<file path="config.mk">
export PLATFORM = sky130hd
export DESIGN_NAME = grid_step_cv_sequencer_core_flat
export DESIGN_NICKNAME = d
export VERILOG_FILES = /design/src/design/gsc_pkg.sv /design/src/design/gsc_ifs.sv /design/src/design/gsc_slew_unit.sv /design/src/design/gsc_strip_ctrl.sv /design/src/design/grid_step_cv_sequencer_core.sv /design/src/flat_wrapper.sv
export SDC_FILE = /design/constraint.sdc
export NUM_CORES = 1
export LEC_CHECK = 0
export ABC_AREA = 1
export BUFFER_PORTS_ARGS = -buffer_cell sky130_fd_sc_hd__buf_4
export CAP_MARGIN = 40
export CORE_ASPECT_RATIO = 1.2
export CORE_UTILIZATION = 43
export CTS_BUF_LIST = sky130_fd_sc_hd__clkbuf_16
export DETAILED_ROUTE_END_ITERATION = 8
export PLACE_DENSITY = 0.63
export SETUP_SLACK_MARGIN = 0.15
export SLEW_MARGIN = 20
export SYNTH_ARGS = -nofsm -noshare
export SYNTH_HDL_FRONTEND = slang
export SYNTH_HIERARCHICAL = 1
export SYNTH_SLANG_ARGS = --single-unit
</file>
<file path="constraint.sdc">
create_clock -name clock -period 6.6 [get_ports clock]
set_input_delay 0.66 -clock clock [delete_from_list [all_inputs] [get_ports clock]]
set_output_delay 0.66 -clock clock [all_outputs]
set_load 0.05 [all_outputs]
</file>
<file path="src/design/gsc_pkg.sv">
`timescale 1ns / 1ps
// gsc_pkg: shared types, codes and constants of the grid step CV sequencer.
// No dependencies.
package gsc_pkg;

   localparam int LEVEL_W   = 16;
   localparam int VALUE_W   = 3;
   localparam int PAD_W     = 6;
   localparam int ACTION_W  = 2;
   localparam int CHANNEL_W = 4;
   localparam int PLAY_W    = 3;
   localparam int DIV_W     = 7;
   localparam int CSR_IDX_W = 2;
   localparam int CSR_DAT_W = 16;

   typedef logic [LEVEL_W-1:0]   level_type;
   typedef logic [VALUE_W-1:0]   value_type;
   typedef logic [ACTION_W-1:0]  action_type;
   typedef logic [CSR_IDX_W-1:0] csr_idx_type;

   localparam action_type ACT_TICK  = 2'd0;
   localparam action_type ACT_STRIP = 2'd1;
   localparam action_type ACT_PAD   = 2'd2;
   localparam action_type ACT_PAGE  = 2'd3;

   localparam csr_idx_type CSR_CLOCK_DIVIDE  = 2'd0;
   localparam csr_idx_type CSR_SLEW_STEP     = 2'd1;
   localparam csr_idx_type CSR_TRIGGER_TICKS = 2'd2;

   localparam logic [DIV_W-1:0]   CLOCK_DIVIDE_RST  = 7'd1;
   localparam logic [LEVEL_W-1:0] SLEW_STEP_RST     = 16'd0;
   localparam logic [15:0]        TRIGGER_TICKS_RST = 16'd240;

   localparam value_type TOP_ROW_INV = 3'd7;

   // round(v * full / 7)
   function automatic level_type gsc_target(input value_type v);
      level_type t;
      unique case (v)
         3'd0: t = 16'd0;
         3'd1: t = 16'd9362;
         3'd2: t = 16'd18724;
         3'd3: t = 16'd28086;
         3'd4: t = 16'd37449;
         3'd5: t = 16'd46811;
         3'd6: t = 16'd56173;
         3'd7: t = 16'd65535;
         default: t = 16'd0;
      endcase
      return t;
   endfunction

endpackage

</file>
<file path="src/design/gsc_ifs.sv">
`timescale 1ns / 1ps
// Channel interfaces: input items, result items and configuration writes.
// Depends on gsc_pkg.
interface gsc_req_if;
   import gsc_pkg::*;
   logic               valid;
   logic               ready;
   logic [ACTION_W-1:0] action;
   logic               clock_tick;
   logic               reset_tick;
   logic [PAD_W-1:0]   pad_index;
   logic               pressed;
   modport source (output valid, action, clock_tick, reset_tick, pad_index, pressed,
                   input ready);
   modport sink   (input valid, action, clock_tick, reset_tick, pad_index, pressed,
                   output ready);
endinterface

interface gsc_rsp_if;
   import gsc_pkg::*;
   logic                 valid;
   logic                 ready;
   logic [CHANNEL_W-1:0] channel;
   logic [LEVEL_W-1:0]   level;
   logic                 trigger_high;
   logic [PLAY_W-1:0]    playhead;
   logic                 last;
   modport source (output valid, channel, level, trigger_high, playhead, last,
                   input ready);
   modport sink   (input valid, channel, level, trigger_high, playhead, last,
                   output ready);
endinterface

interface gsc_csr_if;
   import gsc_pkg::*;
   logic                 valid;
   logic                 ready;
   logic [CSR_IDX_W-1:0] index;
   logic [CSR_DAT_W-1:0] data;
   modport source (output valid, index, data, input ready);
   modport sink   (input valid, index, data, output ready);
endinterface

</file>
<file path="src/design/gsc_slew_unit.sv">
`timescale 1ns / 1ps
// gsc_slew_unit: moves one level toward its target by at most one slew step (a zero step jumps to the target).
// Depends on gsc_pkg; shared by all channels.
module gsc_slew_unit (
   input  gsc_pkg::level_type cur,
   input  gsc_pkg::level_type target,
   input  gsc_pkg::level_type slew_step,
   output gsc_pkg::level_type next
);
   import gsc_pkg::*;

   logic      up;
   level_type diff;

   assign up   = (target >= cur);
   assign diff = up ? (target - cur) : (cur - target);

   always_comb begin
      if ((slew_step == '0) || (diff <= slew_step)) begin
         next = target;
      end else if (up) begin
         next = cur + slew_step;
      end else begin
         next = cur - slew_step;
      end
   end

endmodule

</file>
<file path="src/design/gsc_strip_ctrl.sv">
`timescale 1ns / 1ps
// gsc_strip_ctrl: bottom-row strip logic, playhead jumps and loop range setting.
// Depends on gsc_pkg.
module gsc_strip_ctrl #(
   parameter int STEPS = 8,
   parameter int CW    = (STEPS > 1) ? $clog2(STEPS) : 1
) (
   input  logic [STEPS-1:0] held,
   input  logic             pair_done,
   input  logic [CW-1:0]    range_first,
   input  logic [CW-1:0]    range_final,
   input  logic [CW-1:0]    play,
   input  logic [CW-1:0]    col,
   input  logic             pressed,
   output logic [STEPS-1:0] held_in,
   output logic             pair_done_in,
   output logic [CW-1:0]    range_first_in,
   output logic [CW-1:0]    range_final_in,
   output logic [CW-1:0]    play_in
);
   import gsc_pkg::*;

   logic          found;
   logic [CW-1:0] other;
   logic [CW-1:0] lo;
   logic [CW-1:0] hi;

   // lowest held pad other than this one
   always_comb begin
      found = 1'b0;
      other = '0;
      for (int c = STEPS - 1; c >= 0; c--) begin
         if (held[c] && (CW'(c) != col)) begin
            found = 1'b1;
            other = CW'(c);
         end
      end
   end

   assign lo = (other < col) ? other : col;
   assign hi = (other < col) ? col : other;

   always_comb begin
      held_in        = held;
      pair_done_in   = pair_done;
      range_first_in = range_first;
      range_final_in = range_final;
      play_in        = play;
      if (pressed) begin
         held_in[col] = 1'b1;
         if (found) begin
            range_first_in = lo;
            range_final_in = hi;
            pair_done_in   = 1'b1;
            if ((play < lo) || (play > hi)) begin
               play_in = lo;
            end
         end
      end else begin
         held_in[col] = 1'b0;
         if (held_in == '0) begin
            if (!pair_done && (col >= range_first) && (col <= range_final)) begin
               play_in = col;
            end
            pair_done_in = 1'b0;
         end
      end
   end

endmodule

</file>
<file path="src/design/grid_step_cv_sequencer_core.sv">
`timescale 1ns / 1ps
// grid_step_cv_sequencer_core: top level, sequencer, state and result register.
// Depends on gsc_pkg, gsc_ifs, gsc_slew_unit, gsc_strip_ctrl.
//
//  channel   dir   carries
//  req_ch    in    action, clock_tick, reset_tick, pad_index, pressed
//  rsp_ch    out   channel, level, trigger_high, playhead, last
//  csr_ch    in    index, data (always ready)
//
// A sample tick is accepted, then gives one level per cycle, main level first, through
// the single shared slew unit while rsp_ch does not stall. Strip, pad and page
// items give no result.
// Reset is synchronous and clears all state but the data fields of the result register.
// A stalled rsp_ch holds the sequencer; req_ch is ready only between ticks.
module grid_step_cv_sequencer_core #(
   parameter int STEPS = 8
) (
   input logic      clock,
   input logic      reset,
   gsc_req_if.sink  req_ch,
   gsc_rsp_if.source rsp_ch,
   gsc_csr_if.sink  csr_ch
);
   import gsc_pkg::*;

   localparam int CW = (STEPS > 1) ? $clog2(STEPS) : 1;
   localparam int NW = $clog2(STEPS + 1);

   localparam logic ST_IDLE = 1'b0;
   localparam logic ST_RUN  = 1'b1;

   // configuration
   logic [DIV_W-1:0] clock_divide_ff;
   level_type        slew_step_ff;
   logic [15:0]      trigger_ticks_ff;

   // sequencer state
   logic             state_ff, state_in;
   logic [NW-1:0]    cnt_ff, cnt_in;
   logic             trig_ff, trig_in;

   value_type        step_values_ff [STEPS];
   level_type        column_levels_ff [STEPS];
   level_type        main_level_ff;
   logic [CW-1:0]    play_ff, play_in;
   logic [CW-1:0]    first_ff, first_in;
   logic [CW-1:0]    final_ff, final_in;
   logic             strip_down_ff, strip_down_in;
   logic [STEPS-1:0] held_ff, held_in;
   logic             pair_ff, pair_in;
   logic [DIV_W-1:0] div_ff, div_in;
   logic [15:0]      pulse_ff, pulse_in;

   // result register
   logic                 rsp_valid_ff;
   logic [CHANNEL_W-1:0] rsp_channel_ff;
   level_type            rsp_level_ff;
   logic                 rsp_trig_ff;
   logic [PLAY_W-1:0]    rsp_play_ff;
   logic                 rsp_last_ff;

   logic acc, csr_acc, step_go, cnt_last;

   assign req_ch.ready = (state_ff == ST_IDLE);
   assign csr_ch.ready = 1'b1;
   assign acc          = req_ch.valid && req_ch.ready;
   assign csr_acc      = csr_ch.valid;

   assign rsp_ch.valid        = rsp_valid_ff;
   assign rsp_ch.channel      = rsp_channel_ff;
   assign rsp_ch.level        = rsp_level_ff;
   assign rsp_ch.trigger_high = rsp_trig_ff;
   assign rsp_ch.playhead     = rsp_play_ff;
   assign rsp_ch.last         = rsp_last_ff;

   // pad decode
   logic [2:0]    pad_row, pad_col;
   logic          pad_ok;
   logic [CW-1:0] col_idx;

   assign pad_row = req_ch.pad_index[5:3];
   assign pad_col = req_ch.pad_index[2:0];
   assign pad_ok  = (int'(pad_col) < STEPS);
   assign col_idx = CW'(pad_col);

   logic [STEPS-1:0] sp_held;
   logic             sp_pair;
   logic [CW-1:0]    sp_first, sp_final, sp_play;

   gsc_strip_ctrl #(
      .STEPS (STEPS),
      .CW    (CW)
   ) u_strip (
      .held           (held_ff),
      .pair_done      (pair_ff),
      .range_first    (first_ff),
      .range_final    (final_ff),
      .play           (play_ff),
      .col            (col_idx),
      .pressed        (req_ch.pressed),
      .held_in        (sp_held),
      .pair_done_in   (sp_pair),
      .range_first_in (sp_first),
      .range_final_in (sp_final),
      .play_in        (sp_play)
   );

   // tick front end: reset, divider, advance, pulse
   logic [CW-1:0]    tk_play;
   logic [DIV_W-1:0] tk_div, tk_div_inc;
   logic [15:0]      tk_pulse;
   logic             tk_fire;

   always_comb begin
      tk_play    = req_ch.reset_tick ? first_ff : play_ff;
      tk_div     = req_ch.reset_tick ? '0 : div_ff;
      tk_div_inc = tk_div + DIV_W'(1);
      tk_fire    = req_ch.clock_tick && (tk_div_inc >= clock_divide_ff);
      tk_pulse   = pulse_ff;
      if (req_ch.clock_tick) begin
         tk_div = tk_fire ? '0 : tk_div_inc;
      end
      if (tk_fire) begin
         if ((tk_play < first_ff) || (tk_play >= final_ff)) begin
            tk_play = first_ff;
         end else begin
            tk_play = tk_play + CW'(1);
         end
         tk_pulse = trigger_ticks_ff;
      end
   end

   // shared slew unit
   logic [NW-1:0] cnt_m1;
   logic [CW-1:0] col_sel, rd_idx;
   level_type     su_cur, su_target, su_next;

   assign cnt_m1    = cnt_ff - NW'(1);
   assign col_sel   = cnt_m1[CW-1:0];
   assign rd_idx    = (cnt_ff == '0) ? play_ff : col_sel;
   assign su_cur    = (cnt_ff == '0) ? main_level_ff : column_levels_ff[col_sel];
   assign su_target = gsc_target(step_values_ff[rd_idx]);
   assign cnt_last  = (cnt_ff == NW'(STEPS));
   assign step_go   = (state_ff == ST_RUN) && (!rsp_valid_ff || rsp_ch.ready);

   gsc_slew_unit u_slew (
      .cur       (su_cur),
      .target    (su_target),
      .slew_step (slew_step_ff),
      .next      (su_next)
   );

   always_comb begin
      state_in      = state_ff;
      cnt_in        = cnt_ff;
      trig_in       = trig_ff;
      play_in       = play_ff;
      first_in      = first_ff;
      final_in      = final_ff;
      strip_down_in = strip_down_ff;
      held_in       = held_ff;
      pair_in       = pair_ff;
      div_in        = div_ff;
      pulse_in      = pulse_ff;
      if (acc) begin
         unique case (req_ch.action)
            ACT_TICK: begin
               play_in  = tk_play;
               div_in   = tk_div;
               trig_in  = (tk_pulse != '0);
               pulse_in = (tk_pulse != '0) ? (tk_pulse - 16'd1) : '0;
               cnt_in   = '0;
               state_in = ST_RUN;
            end
            ACT_STRIP: begin
               if (req_ch.pressed) begin
                  strip_down_in = 1'b1;
               end else begin
                  strip_down_in = 1'b0;
                  held_in       = '0;
                  pair_in       = 1'b0;
               end
            end
            ACT_PAD: begin
               if (pad_ok && strip_down_ff && (pad_row == TOP_ROW_INV)) begin
                  held_in  = sp_held;
                  pair_in  = sp_pair;
                  first_in = sp_first;
                  final_in = sp_final;
                  play_in  = sp_play;
               end
            end
            ACT_PAGE: begin
               strip_down_in = 1'b0;
               held_in       = '0;
               pair_in       = 1'b0;
            end
            default: ;
         endcase
      end else if (step_go) begin
         cnt_in = cnt_ff + NW'(1);
         if (cnt_last) begin
            state_in = ST_IDLE;
         end
      end
   end

   always_ff @(posedge clock) begin
      if (reset) begin
         state_ff         <= ST_IDLE;
         cnt_ff           <= '0;
         trig_ff          <= 1'b0;
         play_ff          <= '0;
         first_ff         <= '0;
         final_ff         <= CW'(STEPS - 1);
         strip_down_ff    <= 1'b0;
         held_ff          <= '0;
         pair_ff          <= 1'b0;
         div_ff           <= '0;
         pulse_ff         <= '0;
         main_level_ff    <= '0;
         clock_divide_ff  <= CLOCK_DIVIDE_RST;
         slew_step_ff     <= SLEW_STEP_RST;
         trigger_ticks_ff <= TRIGGER_TICKS_RST;
         rsp_valid_ff     <= 1'b0;
         for (int i = 0; i < STEPS; i++) begin
            step_values_ff[i]   <= '0;
            column_levels_ff[i] <= '0;
         end
      end else begin
         state_ff      <= state_in;
         cnt_ff        <= cnt_in;
         trig_ff       <= trig_in;
         play_ff       <= play_in;
         first_ff      <= first_in;
         final_ff      <= final_in;
         strip_down_ff <= strip_down_in;
         held_ff       <= held_in;
         pair_ff       <= pair_in;
         div_ff        <= div_in;
         pulse_ff      <= pulse_in;
         if (csr_acc) begin
            unique case (csr_ch.index)
               CSR_CLOCK_DIVIDE:  clock_divide_ff  <= csr_ch.data[DIV_W-1:0];
               CSR_SLEW_STEP:     slew_step_ff     <= csr_ch.data[LEVEL_W-1:0];
               CSR_TRIGGER_TICKS: trigger_ticks_ff <= csr_ch.data;
               default: ;
            endcase
         end
         if (acc && (req_ch.action == ACT_PAD) && pad_ok && req_ch.pressed &&
             !(strip_down_ff && (pad_row == TOP_ROW_INV))) begin
            step_values_ff[col_idx] <= ~pad_row;
         end
         if (step_go) begin
            if (cnt_ff == '0) begin
               main_level_ff <= su_next;
            end else begin
               column_levels_ff[col_sel] <= su_next;
            end
            rsp_valid_ff <= 1'b1;
         end else if (rsp_ch.ready) begin
            rsp_valid_ff <= 1'b0;
         end
      end
   end

   always_ff @(posedge clock) begin
      if (step_go) begin
         rsp_channel_ff <= CHANNEL_W'(cnt_ff);
         rsp_level_ff   <= su_next;
         rsp_trig_ff    <= trig_ff;
         rsp_play_ff    <= PLAY_W'(play_ff);
         rsp_last_ff    <= cnt_last;
      end
   end

   // a waiting last item may overlap the next tick only before its first level is computed
   a_last_idle: assert property (@(posedge clock) disable iff (reset)
      (rsp_valid_ff && rsp_last_ff) |-> ((state_ff == ST_IDLE) || (cnt_ff == '0)))
      else $error("last result shown while sequencer mid-tick");

   a_range_order: assert property (@(posedge clock) disable iff (reset)
      first_ff <= final_ff)
      else $error("loop range inverted");

   a_tick_runs: assert property (@(posedge clock) disable iff (reset)
      (acc && (req_ch.action == ACT_TICK)) |=> ((state_ff == ST_RUN) && (cnt_ff == '0)))
      else $error("accepted tick did not start the sequencer");

   a_cnt_bound: assert property (@(posedge clock) disable iff (reset)
      (state_ff == ST_RUN) |-> (cnt_ff <= NW'(STEPS)))
      else $error("channel counter overran");

endmodule

</file>
<file path="src/flat_wrapper.sv">
// flat-port wrapper written by rule: the top's interface ports become plain ports
module grid_step_cv_sequencer_core_flat import gsc_pkg::*;
#(
   parameter int STEPS = 8
)
  (clock, reset, req_ch_valid, req_ch_action, req_ch_clock_tick, req_ch_reset_tick, req_ch_pad_index, req_ch_pressed, req_ch_ready, rsp_ch_valid, rsp_ch_channel, rsp_ch_level, rsp_ch_trigger_high, rsp_ch_playhead, rsp_ch_last, rsp_ch_ready, csr_ch_valid, csr_ch_index, csr_ch_data, csr_ch_ready);
  gsc_req_if req_ch_i ();
  gsc_rsp_if rsp_ch_i ();
  gsc_csr_if csr_ch_i ();
  input logic clock;
  input logic reset;
  input wire logic [$bits(req_ch_i.valid)-1:0] req_ch_valid;
  input wire logic [$bits(req_ch_i.action)-1:0] req_ch_action;
  input wire logic [$bits(req_ch_i.clock_tick)-1:0] req_ch_clock_tick;
  input wire logic [$bits(req_ch_i.reset_tick)-1:0] req_ch_reset_tick;
  input wire logic [$bits(req_ch_i.pad_index)-1:0] req_ch_pad_index;
  input wire logic [$bits(req_ch_i.pressed)-1:0] req_ch_pressed;
  output wire logic [$bits(req_ch_i.ready)-1:0] req_ch_ready;
  output wire logic [$bits(rsp_ch_i.valid)-1:0] rsp_ch_valid;
  output wire logic [$bits(rsp_ch_i.channel)-1:0] rsp_ch_channel;
  output wire logic [$bits(rsp_ch_i.level)-1:0] rsp_ch_level;
  output wire logic [$bits(rsp_ch_i.trigger_high)-1:0] rsp_ch_trigger_high;
  output wire logic [$bits(rsp_ch_i.playhead)-1:0] rsp_ch_playhead;
  output wire logic [$bits(rsp_ch_i.last)-1:0] rsp_ch_last;
  input wire logic [$bits(rsp_ch_i.ready)-1:0] rsp_ch_ready;
  input wire logic [$bits(csr_ch_i.valid)-1:0] csr_ch_valid;
  input wire logic [$bits(csr_ch_i.index)-1:0] csr_ch_index;
  input wire logic [$bits(csr_ch_i.data)-1:0] csr_ch_data;
  output wire logic [$bits(csr_ch_i.ready)-1:0] csr_ch_ready;
  assign req_ch_i.valid = req_ch_valid;
  assign req_ch_i.action = req_ch_action;
  assign req_ch_i.clock_tick = req_ch_clock_tick;
  assign req_ch_i.reset_tick = req_ch_reset_tick;
  assign req_ch_i.pad_index = req_ch_pad_index;
  assign req_ch_i.pressed = req_ch_pressed;
  assign req_ch_ready = req_ch_i.ready;
  assign rsp_ch_valid = rsp_ch_i.valid;
  assign rsp_ch_channel = rsp_ch_i.channel;
  assign rsp_ch_level = rsp_ch_i.level;
  assign rsp_ch_trigger_high = rsp_ch_i.trigger_high;
  assign rsp_ch_playhead = rsp_ch_i.playhead;
  assign rsp_ch_last = rsp_ch_i.last;
  assign rsp_ch_i.ready = rsp_ch_ready;
  assign csr_ch_i.valid = csr_ch_valid;
  assign csr_ch_i.index = csr_ch_index;
  assign csr_ch_i.data = csr_ch_data;
  assign csr_ch_ready = csr_ch_i.ready;
  grid_step_cv_sequencer_core #(.STEPS(STEPS)) u_core (.clock(clock), .reset(reset), .req_ch(req_ch_i), .rsp_ch(rsp_ch_i), .csr_ch(csr_ch_i));
endmodule
</file>
# After elaboration in Yosys (flattened, before gate mapping)
# Memories as Yosys holds them, arrays and structs flattened.
# Index checks and enable logic that the tools add are counted.
[totals]
ff_bits = 129
ramBits = 152
romBits = 128
inputBits = 34
out_inout_bits = 28
wordCells = 199
n_memories = 3
[mem_list]
columns = ["name", "depth", "word_bits", "read_ports", "rd_ports_with_merged_regs", "wr", "line", "text"]
rows = [
  ["(no name shown)", 8, 16, 1, 0, 0, "gsc_pkg.sv:39", "unique case (v)"],
  ["u_core.column_levels_ff", 8, 16, 1, 0, 8, "grid_step_cv_sequencer_core.sv:43", "level_type column_levels_ff [STEPS];"],
  ["u_core.step_values_ff", 8, 3, 1, 0, 8, "grid_step_cv_sequencer_core.sv:42", "value_type step_values_ff [STEPS];"],
]
[op_classes]
add_sub_neg = 9
n_lt_le_gt_ge = 12
eq_ne = 21
n_mux = 76
n_bitwise = 5
n_reduce_logical = 52
[op_table]
columns = ["op", "count"]
rows = [
  ["$mux 16", 7],
  ["$mux 3", 23],
  ["$sub 16x16->16", 3],
  ["$mux 1", 32],
  ["$mux 8", 3],
  ["$pmux 8 s3", 1],
  ["$mux 7", 3],
  ["$logic_and 1x1->1", 18],
  ["$add 16x16->16", 1],
  ["$ge 16x16->1", 1],
  ["$le 16x16->1", 1],
  ["$logic_not 16->1", 1],
  ["$reduce_bool 16->1", 1],
  ["$reduce_or 16->1", 1],
  ["$sub 16x1->16 const B", 1],
  ["$reduce_and 2->1", 7],
  ["$mux 4", 3],
  ["$ne 3x3->1 const A", 4],
  ["$ne 3x3->1 const B", 4],
  ["$reduce_bool 2->1", 5],
  ["$lt 3x3->1", 3],
  ["$and 8x8->8", 1],
  ["$logic_not 8->1", 1],
  ["$not 8->8", 1],
  ["other kinds (35)", 49],
]

# Longest topological paths before layout
# Gate-level depths: netlist (run 1).
[logic_depth]
ltp_word = 19
mapped_depth = 41
depth_no_buf = 38

# By module
# Netlist (run 1), hierarchy kept.
[modules_own_cells]
columns = ["mod", "instances", "cells_each", "area_per_inst_um2", "seq_area_each_um2"]
rows = [
  ["grid_step_cv_sequencer_core", 1, 1326, 12414.4, 7397.1],
  ["gsc_slew_unit", 1, 655, 3641.0, 0.0],
  ["gsc_strip_ctrl", 1, 146, 803.3, 0.0],
]

# Worst setup path before layout (run 1)
# Ideal clock, no wire load.
[synth_timing]
kind = "reg-to-reg"
from = "reg u_core.cnt_ff[0]"
to = "mem u_core/column_levels_ff[3][14] (netlist bit), data pin"
setup_ns = 0.144
arrival_ns = 5.358
t_required_ns = 6.456
setup_slack_ns = 1.098
path_stages_with_launch = 35
n_path_buf = 5
synth_period_minus_slack_ns = 5.502
path_cell_list = "dfxtp_1 buf_2 inv_2 ha_1 clkbuf_1 inv_1 nor3_2 buf_2 nand2_1 a41oi_1 inv_1 fa_1 nand3_1 nand2_1 nand2_1 nand3_2 nand2_4 nand2_8 inv_2 buf_4 nand2_1 nand2_1 inv_1 ha_1 nand2_1 o21ai_0 nand2_1 nand3_1 a21oi_1 nor2_1 buf_2 nand3_1 o21ai_1 clkinv_1 nor2_1"
[synth_lines]
columns = ["item", "line", "text"]
rows = [
  ["from (decl)", "grid_step_cv_sequencer_core.sv:39", "logic [NW-1:0] cnt_ff, cnt_in;"],
  ["from (signal assigned)", "grid_step_cv_sequencer_core.sv:232", "cnt_ff <= cnt_in;"],
  ["to (decl)", "grid_step_cv_sequencer_core.sv:43", ""],
]

==> flow_metrics.py, run 1 <==
metrics = {
    "status": {
        "status": "complete, no violations",
    },
    "synthesis": {
        "synth_top_area_cell": "edfxtp_1",
        "syn_nets": 2258,
        "synth.top_cells.by_area": "edfxtp_1, dfxtp_1, nand2_1, nor2_1, ha_1",
        "ys.warnings.count": 6,
        "ys_ff_latch": 281,
        "yosysTopAreaCellShare": 0.315,
        "synth_top_cells_by_count": "nand2_1, nor2_1, inv_1, edfxtp_1, a21oi_1",
        "syn-cell-area_um2": 16900,
        "yosys.cell_types.count": 54,
        "synthCells": 2127,
        "async_flop_share": 0,
        "synth-main-ff-cell": "edfxtp_1",
        "yosysMostFrequentCell": "nand2_1",
        "ys_seq_area_frac": 0.439,
        "synth_edf_count": 177,
        "syn_avg_cell_area_um2": 7.93,
    },
    "final_layout": {
        "area_growth_pct": 15.5,
        "final.fill_count": 3805,
        "fin_area_um2": 19500,
        "regArea_um2": 7400,
        "layout-drive-gt1-share": 0.133,
        "nNetsFinal": 2373,
        "multiInputGateArea_um2": 8230,
        "diodes": 0,
    },
    "sta": {
        "rsz0062_at_grt": "true",
        "fin_skew_ps": 13.7,
        "worst-slew-pin-transition_ps": 765,
        "max_slew_margin": 0.487,
        "fmax_ghz": 0.160,
        "setup_tns_ps": 0,
        "drv_slew": 0,
        "setup_violations": 0,
        "setup_ws_ps": 356,
        "fin_crit_ps": 6240,
        "whs_ps": 323,
        "timing.final.crit_share": 0.946,
        "hold_viol": 0,
    },
    "worst_hold_path": {
        "hold_end": "u_core/trigger_ticks_ff[7]",
        "min_from": "csr_ch_data[7]",
        "min_path_type": "input pin to flip-flop",
        "hold_depth": 3,
    },
    "flow_run": {
        "max_cap_viol_count": 0,
    },
    "power_and_ir_drop": {
        "powerDensity_nw_per_um2": 346,
        "vdd_drop_max_mv": 0.210,
        "power_leakage_nw": 8.71,
    },
    "die": {
        "start_util": 0.435,
        "row_count": 79,
        "dieWidth_um": 183,
        "die_y_um": 219,
        "io_pins": 62,
        "coreArea_um2": 38700,
        "floorplan.die_area_um2": 40000,
    },
    "global_routing": {
        "grt_first_pass_wirelength_um": 77100,
        "grt_max_degree": 46,
        "antenna_found_initial": 1,
        "grt.overflow.total": 0,
        "grt_pass1_vias": 14200,
        "grt.total_usage": 0.248,
    },
    "placed_design": {
        "place_ws_ps": 17.0,
        "postPlaceCellArea_um2": 18400,
        "routabilityCongestion": 0.954,
        "portBuffers": 60,
        "dp_hpwl_um": 36200,
    },
    "worst_setup_path": {
        "slowest_stage": "fa_1",
        "r2r_slack_ps": 360,
        "worstSetupEndpointType": "flip-flop",
        "slowest_delay_ps": 500,
        "r2r-start": "u_core/cnt_ff[0]",
        "path_class": "flip-flop to flip-flop",
        "arrival_ps": 6660,
        "cp.required_ps": 7020,
        "critPathLaunchType": "flip-flop",
        "r2r_end": "u_core/column_levels_ff[1][14]",
        "crit_path_max_fanout": 30,
        "reg2regPathDepth": 34,
    },
    "routing": {
        "dr.pass1.iters": 7,
        "ant_nets": 0,
        "drc": 0,
        "drtIter0Drc": 1223,
        "dr_total_vias": 15000,
        "post_drt_wl_per_cell_um": 17.9,
        "viasPerCell": 5.37,
        "wirelength_um": 49800,
    },
    "clock_tree": {
        "tritoncts": "done",
        "cts.clk_slew.worst_paths_ps": 60,
        "numCtsBuffers": 29,
        "cts.sinks": 281,
        "clock_path_buffers": 3,
        "clk_latency_ps": 580,
        "cts_max_level": 1,
        "root_buffer": "clkbuf_16",
    },
}
worst max path at each step:
stage	from	to	slack, ps	cells after the start
after floorplan	u_core/cnt_ff[0]	u_core/column_levels_ff[3][14]	1100	34
after global placement	u_core/cnt_ff[0]	u_core/column_levels_ff[3][1]	220	38
after detailed placement	u_core/cnt_ff[0]	u_core/column_levels_ff[6][1]	20	34
after CTS	u_core/cnt_ff[0]	u_core/column_levels_ff[6][1]	150	34
after global routing	u_core/cnt_ff[0]	u_core/column_levels_ff[0][15]	80	36
final	u_core/cnt_ff[0]	u_core/column_levels_ff[1][14]	360	34
stage by stage:
step	cells	util	total power, mW
final	2791	0.503	6.74
after global routing	2791	0.503	7.13
after CTS	2789	0.501	6.70
after detailed placement	2735	0.475	4.98
after global placement	2726	0.471	4.95
after floorplan	2127	-	3.93
critical path: cells and delay by family, from the launching register on:
family	cells	cell delay, ps
AOI/OAI and AO/OA	6	1130
buffers and inverters	10	1470
and+or+nand+nor	13	1400
adders and majority gates	4	1400
DFF	1	420
xor gates and xnor gates	1	230
state kept, by name (all words and copies together) (netlist names), 7 cells and up:
signal                   flops
u_core/pulse_ff             16
u_core/main_level_ff        16
u_core/held_ff               8
u_core/rsp_ch.level         16
u_core/trigger_ticks_ff     16
u_core/step_values_ff       24
u_core/clock_divide_ff       7
u_core/column_levels_ff    128
u_core/slew_step_ff         16
u_core/div_ff                7
cells in the final DEF (no fill, tap or decap), types with 19 or more instances in the layout:
cell type,count
nand2_1,445
nor2_1,331
inv_1,231
edfxtp_1,177
a21oi_1,135
buf_4,134
o21ai_0,126
nand3_1,107
dfxtp_1,103
ha_1,91
xor2_1,45
clkbuf_16,29
nand2_2,27
o21ai_1,27
inv_2,19
power by group:
group          leakage (nW)  switching, mW  internal (mW)
Combinational          5.56           1.99           1.02
Clock                 0.502          0.707          0.997
Sequential             2.64         0.0395           1.98
Total                  8.71           2.74           4.00
cell families after synthesis:
group                    Yosys count  synth area share
buffers and inverters            322            0.0770
XOR/XNOR                          50            0.0260
AO/OA/AOI/OAI                    402             0.141
other                              1          0.000222
adder cells (fa/ha/maj)           97            0.0733
flip-flops                       281             0.439
AND/OR/NAND/NOR                  974             0.244
final cells by class:
type                       count  area share
multi-input combinational   1524       0.423
inverter                     259      0.0505
clock buffer                  29      0.0373
timing repair buffer         147      0.0625
sequential                   281       0.380
clock inverter                25      0.0134
tap                          526      0.0338
metal layers:
layer  up-vias  part of all wire  global-route usage
met5         -           0.00026                   0
met4         2             0.040              0.0955
met3       113             0.054              0.0261
met2       497              0.48               0.437
met1      7057              0.42               0.311
li1       7307                 -                   -
repair_timing:
| item | 4_1_cts | 5_1_grt |
|---|---|---|
| hold buffers | 0 | 0 |
| pin swaps | 0 | 1 |
| gates resized for setup | 5 | 22 |
| buffers inserted | 0 | 1 |
| setup endpoints to repair | 78 | 149 |
Note: power is estimated with default switching activity, not from simulation.
==> inputs of run 2 (changes only) <==
--- a/config.mk
+++ b/config.mk
@@ -12,7 +12,7 @@
 export CORE_UTILIZATION = 43
 export CTS_BUF_LIST = sky130_fd_sc_hd__clkbuf_16
 export DETAILED_ROUTE_END_ITERATION = 8
-export PLACE_DENSITY = 0.63
+export PLACE_DENSITY = 0.62
 export SETUP_SLACK_MARGIN = 0.15
 export SLEW_MARGIN = 20
 export SYNTH_ARGS = -nofsm -noshare
==> run 2 against run 1 <==
Effect of this change: first-iteration DRC count shrank 8.4%; combinational power shrank 3%; final area grew 0.27%; clock power grew 4%; total power shrank 0.20%; wire length grew 2.0%; global-route usage grew 0.61 points.
==> flow_metrics.py, run 2 (synthesis results as in run 1) <==
metrics = {
    "sta": {
        "hold_viol": 0,
        "max_slew_margin": 0.559,
        "setup_ws_ps": 452,
        "rsz0062_at_grt": "true",
        "timing.final.crit_share": 0.931,
        "setup_violations": 0,
        "worst-slew-pin-transition_ps": 660,
        "setup_tns_ps": 0,
        "whs_ps": 324,
        "drv_slew": 0,
        "fmax_ghz": 0.163,
        "fin_crit_ps": 6150,
        "fin_skew_ps": 28.8,
    },
    "worst_hold_path": {
        "hold_depth": 3,
        "hold_end": "u_core/slew_step_ff[9]",
        "min_from": "csr_ch_data[9]",
        "min_path_type": "input pin to flip-flop",
    },
    "final_layout": {
        "layout_common_cells": "nand2_1, nor2_1, inv_1",
        "area_growth_pct": 15.8,
        "layout-drive-gt1-share": 0.138,
        "max_flop_register": "u_core/column_levels_ff",
        "final.fill_count": 3848,
        "diodes": 0,
        "reg_top3": "u_core/column_levels_ff (128), u_core/step_values_ff (24)",
        "final_common_cell": "nand2_1",
        "fin_cells": 2785,
        "largest_reg_flops": 128,
        "nNetsFinal": 2366,
    },
    "power_and_ir_drop": {
        "vdd_drop_max_mv": 0.294,
        "power_mw": 6.73,
        "powerDensity_nw_per_um2": 344,
        "cellInternalPower_mw": 3.93,
        "power_leakage_nw": 8.71,
        "power_switching_mw": 2.79,
        "power_frac_comb": 0.438,
        "swShare": 0.415,
        "power_frac_clock": 0.262,
        "pwr-share-seq": 0.300,
    },
    "worst_setup_path": {
        "r2r-start": "u_core/cnt_ff[0]",
        "critPathMostFrequentCell": "nand2_1",
        "path_class": "flip-flop to flip-flop",
        "worstSetupEndpointType": "flip-flop",
        "slowest_stage": "fa_1",
        "r2r_slack_ps": 450,
        "setup.worst_path.start": "u_core/cnt_ff[0]",
        "arrival_ps": 6590,
        "cp.required_ps": 7040,
        "crit_path_max_fanout": 13,
        "reg2regPathDepth": 32,
        "slowest_delay_ps": 490,
        "critPathLaunchType": "flip-flop",
        "r2r_end": "u_core/column_levels_ff[1][15]",
    },
    "clock_tree": {
        "clock_path_buffers": 3,
        "clk_latency_ps": 590,
        "cts.clk_slew.worst_paths_ps": 60,
        "root_buffer": "clkbuf_16",
        "tritoncts": "done",
        "cts_max_level": 1,
        "hold_buffers": 0,
        "cts.sinks": 281,
        "numCtsBuffers": 31,
    },
    "die": {
        "floorplan.die_area_um2": 40000,
        "row_count": 79,
        "start_util": 0.435,
        "io_pins": 62,
        "coreArea_um2": 38700,
        "dieWidth_um": 183,
        "die_y_um": 219,
    },
    "placed_design": {
        "dp.cells": 2724,
        "place_ws_ps": -8.82,
        "dp_hpwl_um": 37300,
        "routabilityCongestion": 0.964,
        "portBuffers": 60,
    },
    "routing": {
        "ant_nets": 0,
        "route.met2.wl_um": 25100,
        "drc": 0,
        "post_drt_wl_per_cell_um": 18.3,
        "dr.pass1.iters": 6,
        "drtIter0Drc": 1120,
        "wl_met1_um": 21100,
        "maxUsedRoutingLayer": "met5",
        "wirelength_um": 50800,
        "viasPerCell": 5.38,
        "dr_total_vias": 15000,
        "met3_length_um": 3070,
    },
    "flow_run": {
        "max_cap_viol_count": 0,
    },
    "global_routing": {
        "grt_max_degree": 46,
        "grt_pass1_vias": 14400,
        "grt.overflow.total": 0,
        "grt_first_pass_wirelength_um": 78800,
        "grt.total_usage": 0.254,
        "antenna_found_initial": 1,
    },
    "status": {
        "status": "complete, no violations",
    },
}
## run 2: final cells by class
| cell class | count | area (um2) | area share |
|---|---|---|---|
| Clock inverter | 26 | 268 | 0.0137 |
| Multi-Input combinational cell | 1524 | 8270 | 0.424 |
| Tap cell | 526 | 658 | 0.0337 |
| Clock buffer | 31 | 776 | 0.0397 |
| Inverter | 259 | 985 | 0.0504 |
| Timing Repair Buffer | 137 | 1160 | 0.0596 |
| Timing Repair inverter | 1 | 7.51 | 0.000384 |
| Sequential cell | 281 | 7400 | 0.379 |
## run 2: timing repair
action                                  in CTS  in global routing
gates cloned                                 0                  1
endpoints found under the setup margin      72                154
gates resized for setup                      6                 36
buffers inserted                             2                  0
## run 2: metrics by stage
step	cell area [um2]	util
global placement	18200	0.469
finish	19500	0.504
global route	19500	0.504
floorplan	16900	-
CTS	19400	0.501
detailed placement	18300	0.473
## run 2: worst max-delay path by stage
stage | to | slack (ps) | depth (start not counted)
floorplan | u_core/column_levels_ff[3][14] | 1100 | 34
global placement | u_core/column_levels_ff[3][10] | -20 | 34
detailed placement | u_core/column_levels_ff[2][14] | -9 | 36
CTS | u_core/column_levels_ff[1][14] | 220 | 38
global route | u_core/column_levels_ff[7][15] | 80 | 38
finish | u_core/column_levels_ff[1][15] | 450 | 32
## run 2: worst max-delay path, delay by kind of cell (launching register included)
kind            cells  cell delay, ps
buf+inv             6             920
flops               1             340
simple gates       15            2240
xor+xnor            1             200
compound gates      6            1000
fa+ha+maj           4            1280
## run 2: layer usage
metal | vias up | track usage
met5 | - | 0
met4 | 2 | 0.0877
met3 | 86 | 0.0295
met2 | 510 | 0.451
met1 | 7090 | 0.318
li1 | 7290 | -
## run 2: power by group through the flow
stage | combinational, mW | sequential (mW) | clock (mW)
floorplan | 1.83 | 2.11 | 0
global placement | 2.81 | 2.06 | 0
detailed placement | 2.83 | 2.06 | 0
CTS | 2.85 | 2.02 | 1.80
global route | 3.23 | 2.03 | 1.87
finish | 2.94 | 2.02 | 1.76
==> inputs of run 3 (changes only) <==
==> constraint.sdc (replaced) <==
create_clock -name clock -period 5.78 [get_ports clock]
set_input_delay 0.578 -clock clock [delete_from_list [all_inputs] [get_ports clock]]
set_output_delay 0.578 -clock clock [all_outputs]
set_load 0.05 [all_outputs]
==> run 3 against run 2 <==
Effect of this change: sequential power grew 14%; sequential cell count is the same; via count grew 5.3%; non-clock buffer count grew 183; clock skew shrank 17 ps; die area is the same; worst hold slack lost 88 ps; maximum frequency grew 13%; clock power is essentially flat; largest cell class unchanged; largest power group unchanged.
==> flow_metrics.py, run 3 (synthesis results as in run 1) <==
metrics = {
    "power_and_ir_drop": {
        "powerDensity_nw_per_um2": 412,
        "swShare": 0.407,
        "power_mw": 8.96,
        "power_frac_comb": 0.543,
        "vdd_drop_max_mv": 0.271,
        "power_frac_clock": 0.200,
        "power_switching_mw": 3.65,
        "cellInternalPower_mw": 5.31,
        "pwr-share-seq": 0.257,
        "power_leakage_nw": 9.73,
    },
    "routing": {
        "drtIter0Drc": 1260,
        "dr.pass1.iters": 5,
        "viasPerCell": 5.32,
        "wirelength_um": 53600,
        "post_drt_wl_per_cell_um": 18.1,
        "ant_nets": 0,
        "dr_total_vias": 15800,
        "drc": 0,
    },
    "die": {
        "die_y_um": 219,
        "row_count": 79,
        "start_util": 0.435,
        "coreArea_um2": 38700,
        "floorplan.die_area_um2": 40000,
        "io_pins": 62,
        "dieWidth_um": 183,
    },
    "worst_setup_path": {
        "cp.required_ps": 6210,
        "crit_path_max_fanout": 7,
        "crit_cells": 38,
        "crit_family": "buffers and inverters",
        "critPathMostFrequentCell": "buf_4",
        "critPathBufInv": 16,
        "slowest_stage": "dfxtp_2",
        "path_class": "flip-flop to flip-flop",
        "arrival_ps": 5890,
        "reg2regPathDepth": 38,
        "worstSetupEndpointType": "flip-flop",
        "critPathLaunchType": "flip-flop",
        "slowest_delay_ps": 330,
    },
    "placed_design": {
        "dp.cells": 2857,
        "portBuffers": 60,
        "routabilityCongestion": 0.940,
        "dp_hpwl_um": 38100,
    },
    "final_layout": {
        "final_common_cell": "nand2_1",
        "layout_common_cells": "nand2_1, nor2_1, buf_4",
        "largest_reg_flops": 128,
        "layout-drive-gt1-share": 0.251,
        "reg_top3": "u_core/column_levels_ff (128), u_core/step_values_ff (24)",
        "area_growth_pct": 28.9,
        "diodes": 0,
        "fin_cells": 2968,
        "max_flop_register": "u_core/column_levels_ff",
        "nNetsFinal": 2550,
    },
    "global_routing": {
        "grt_max_degree": 46,
        "antenna_found_initial": 0,
        "grt.overflow.total": 0,
        "grt_first_pass_wirelength_um": 81800,
        "grt_pass1_vias": 15200,
        "grt.total_usage": 0.262,
    },
    "sta": {
        "max_slew_margin": 0.574,
        "timing.final.crit_share": 0.945,
        "fmax_ghz": 0.183,
        "worst-slew-pin-transition_ps": 637,
        "drv_slew": 0,
        "setup_violations": 0,
        "fin_crit_ps": 5460,
        "fin_skew_ps": 12.0,
        "rsz0062_at_grt": "false",
        "whs_ps": 236,
        "hold_viol": 0,
    },
    "clock_tree": {
        "hold_buffers": 0,
        "clock_path_buffers": 3,
        "tritoncts": "done",
        "root_buffer": "clkbuf_16",
        "cts.clk_slew.worst_paths_ps": 60,
        "cts_max_level": 1,
        "cts.sinks": 281,
        "clk_latency_ps": 580,
        "numCtsBuffers": 29,
    },
    "worst_hold_path": {
        "min_path_type": "input pin to flip-flop",
        "hold_depth": 3,
    },
    "status": {
        "status": "complete, no violations",
    },
    "flow_run": {
        "max_cap_viol_count": 0,
    },
}
[run 3: metal layers]
metal | up-vias | wire [um] | track usage
met4 | 0 | 1630 | 0.0852
met5 | - | 0 | 0
met3 | 91 | 2840 | 0.0287
met1 | 7522 | 22400 | 0.326
met2 | 484 | 26700 | 0.472
li1 | 7680 | - | -
[run 3: power groups by stage]
stage               clock network, mW  registers (mW)  logic, mW
global route                     1.90            2.31       5.27
CTS                              1.82            2.30       4.03
floorplan                           0            2.40       2.09
detailed placement                  0            2.35       3.96
global placement                    0            2.35       3.94
finish                           1.79            2.30       4.86
[run 3: layout make-up]
type,instances,area [um2]
multi-input cells,1526,9030
clock inverters,25,180
fillers,3530,17000
repair inverters,2,11.3
inverters,259,990
well taps,526,658
repair buffers,320,2740
flip-flops and latches,281,7400
clock buffers,29,726
[run 3: what timing repair did]
item	4_1_cts	5_1_grt
resized for setup	29	192
gates cloned	0	9
buffers inserted	4	40
pin swaps	1	67
endpoints found under the setup margin	159	160
endpoints found under the hold margin	0	0
[run 3: worst register-to-register path: cells and delay by family (launching register included)]
kind	cells	cell delay (ps)
buffers and inverters	16	1840
AND/OR/NAND/NOR	13	1310
adder cells (fa/ha/maj)	3	910
AO/OA/AOI/OAI	6	890
flip-flops	1	330
[run 3: through the flow]
step	setup WS, ps	setup TNS [ps]	area, um2	util
2_1_floorplan	278	0	16900	-
3_3_place_gp	-208	-10030	19200	0.496
3_5_place_dp	-273	-18540	19400	0.500
4_1_cts	152	0	20400	0.527
5_1_grt	55.5	0	21700	0.561
6_report	317	0	21700	0.561
[run 3: final timing paths]
check,startpoint,end,slack (ps)
worst max-delay path,u_core/cnt_ff[0],u_core/column_levels_ff[0][9],320
worst min-delay path,csr_ch_data[13],u_core/slew_step_ff[13],240
worst max register to register,u_core/cnt_ff[0],u_core/column_levels_ff[0][9],320
worst min register to register,u_core/trig_ff,u_core/rsp_ch.trigger_high,440
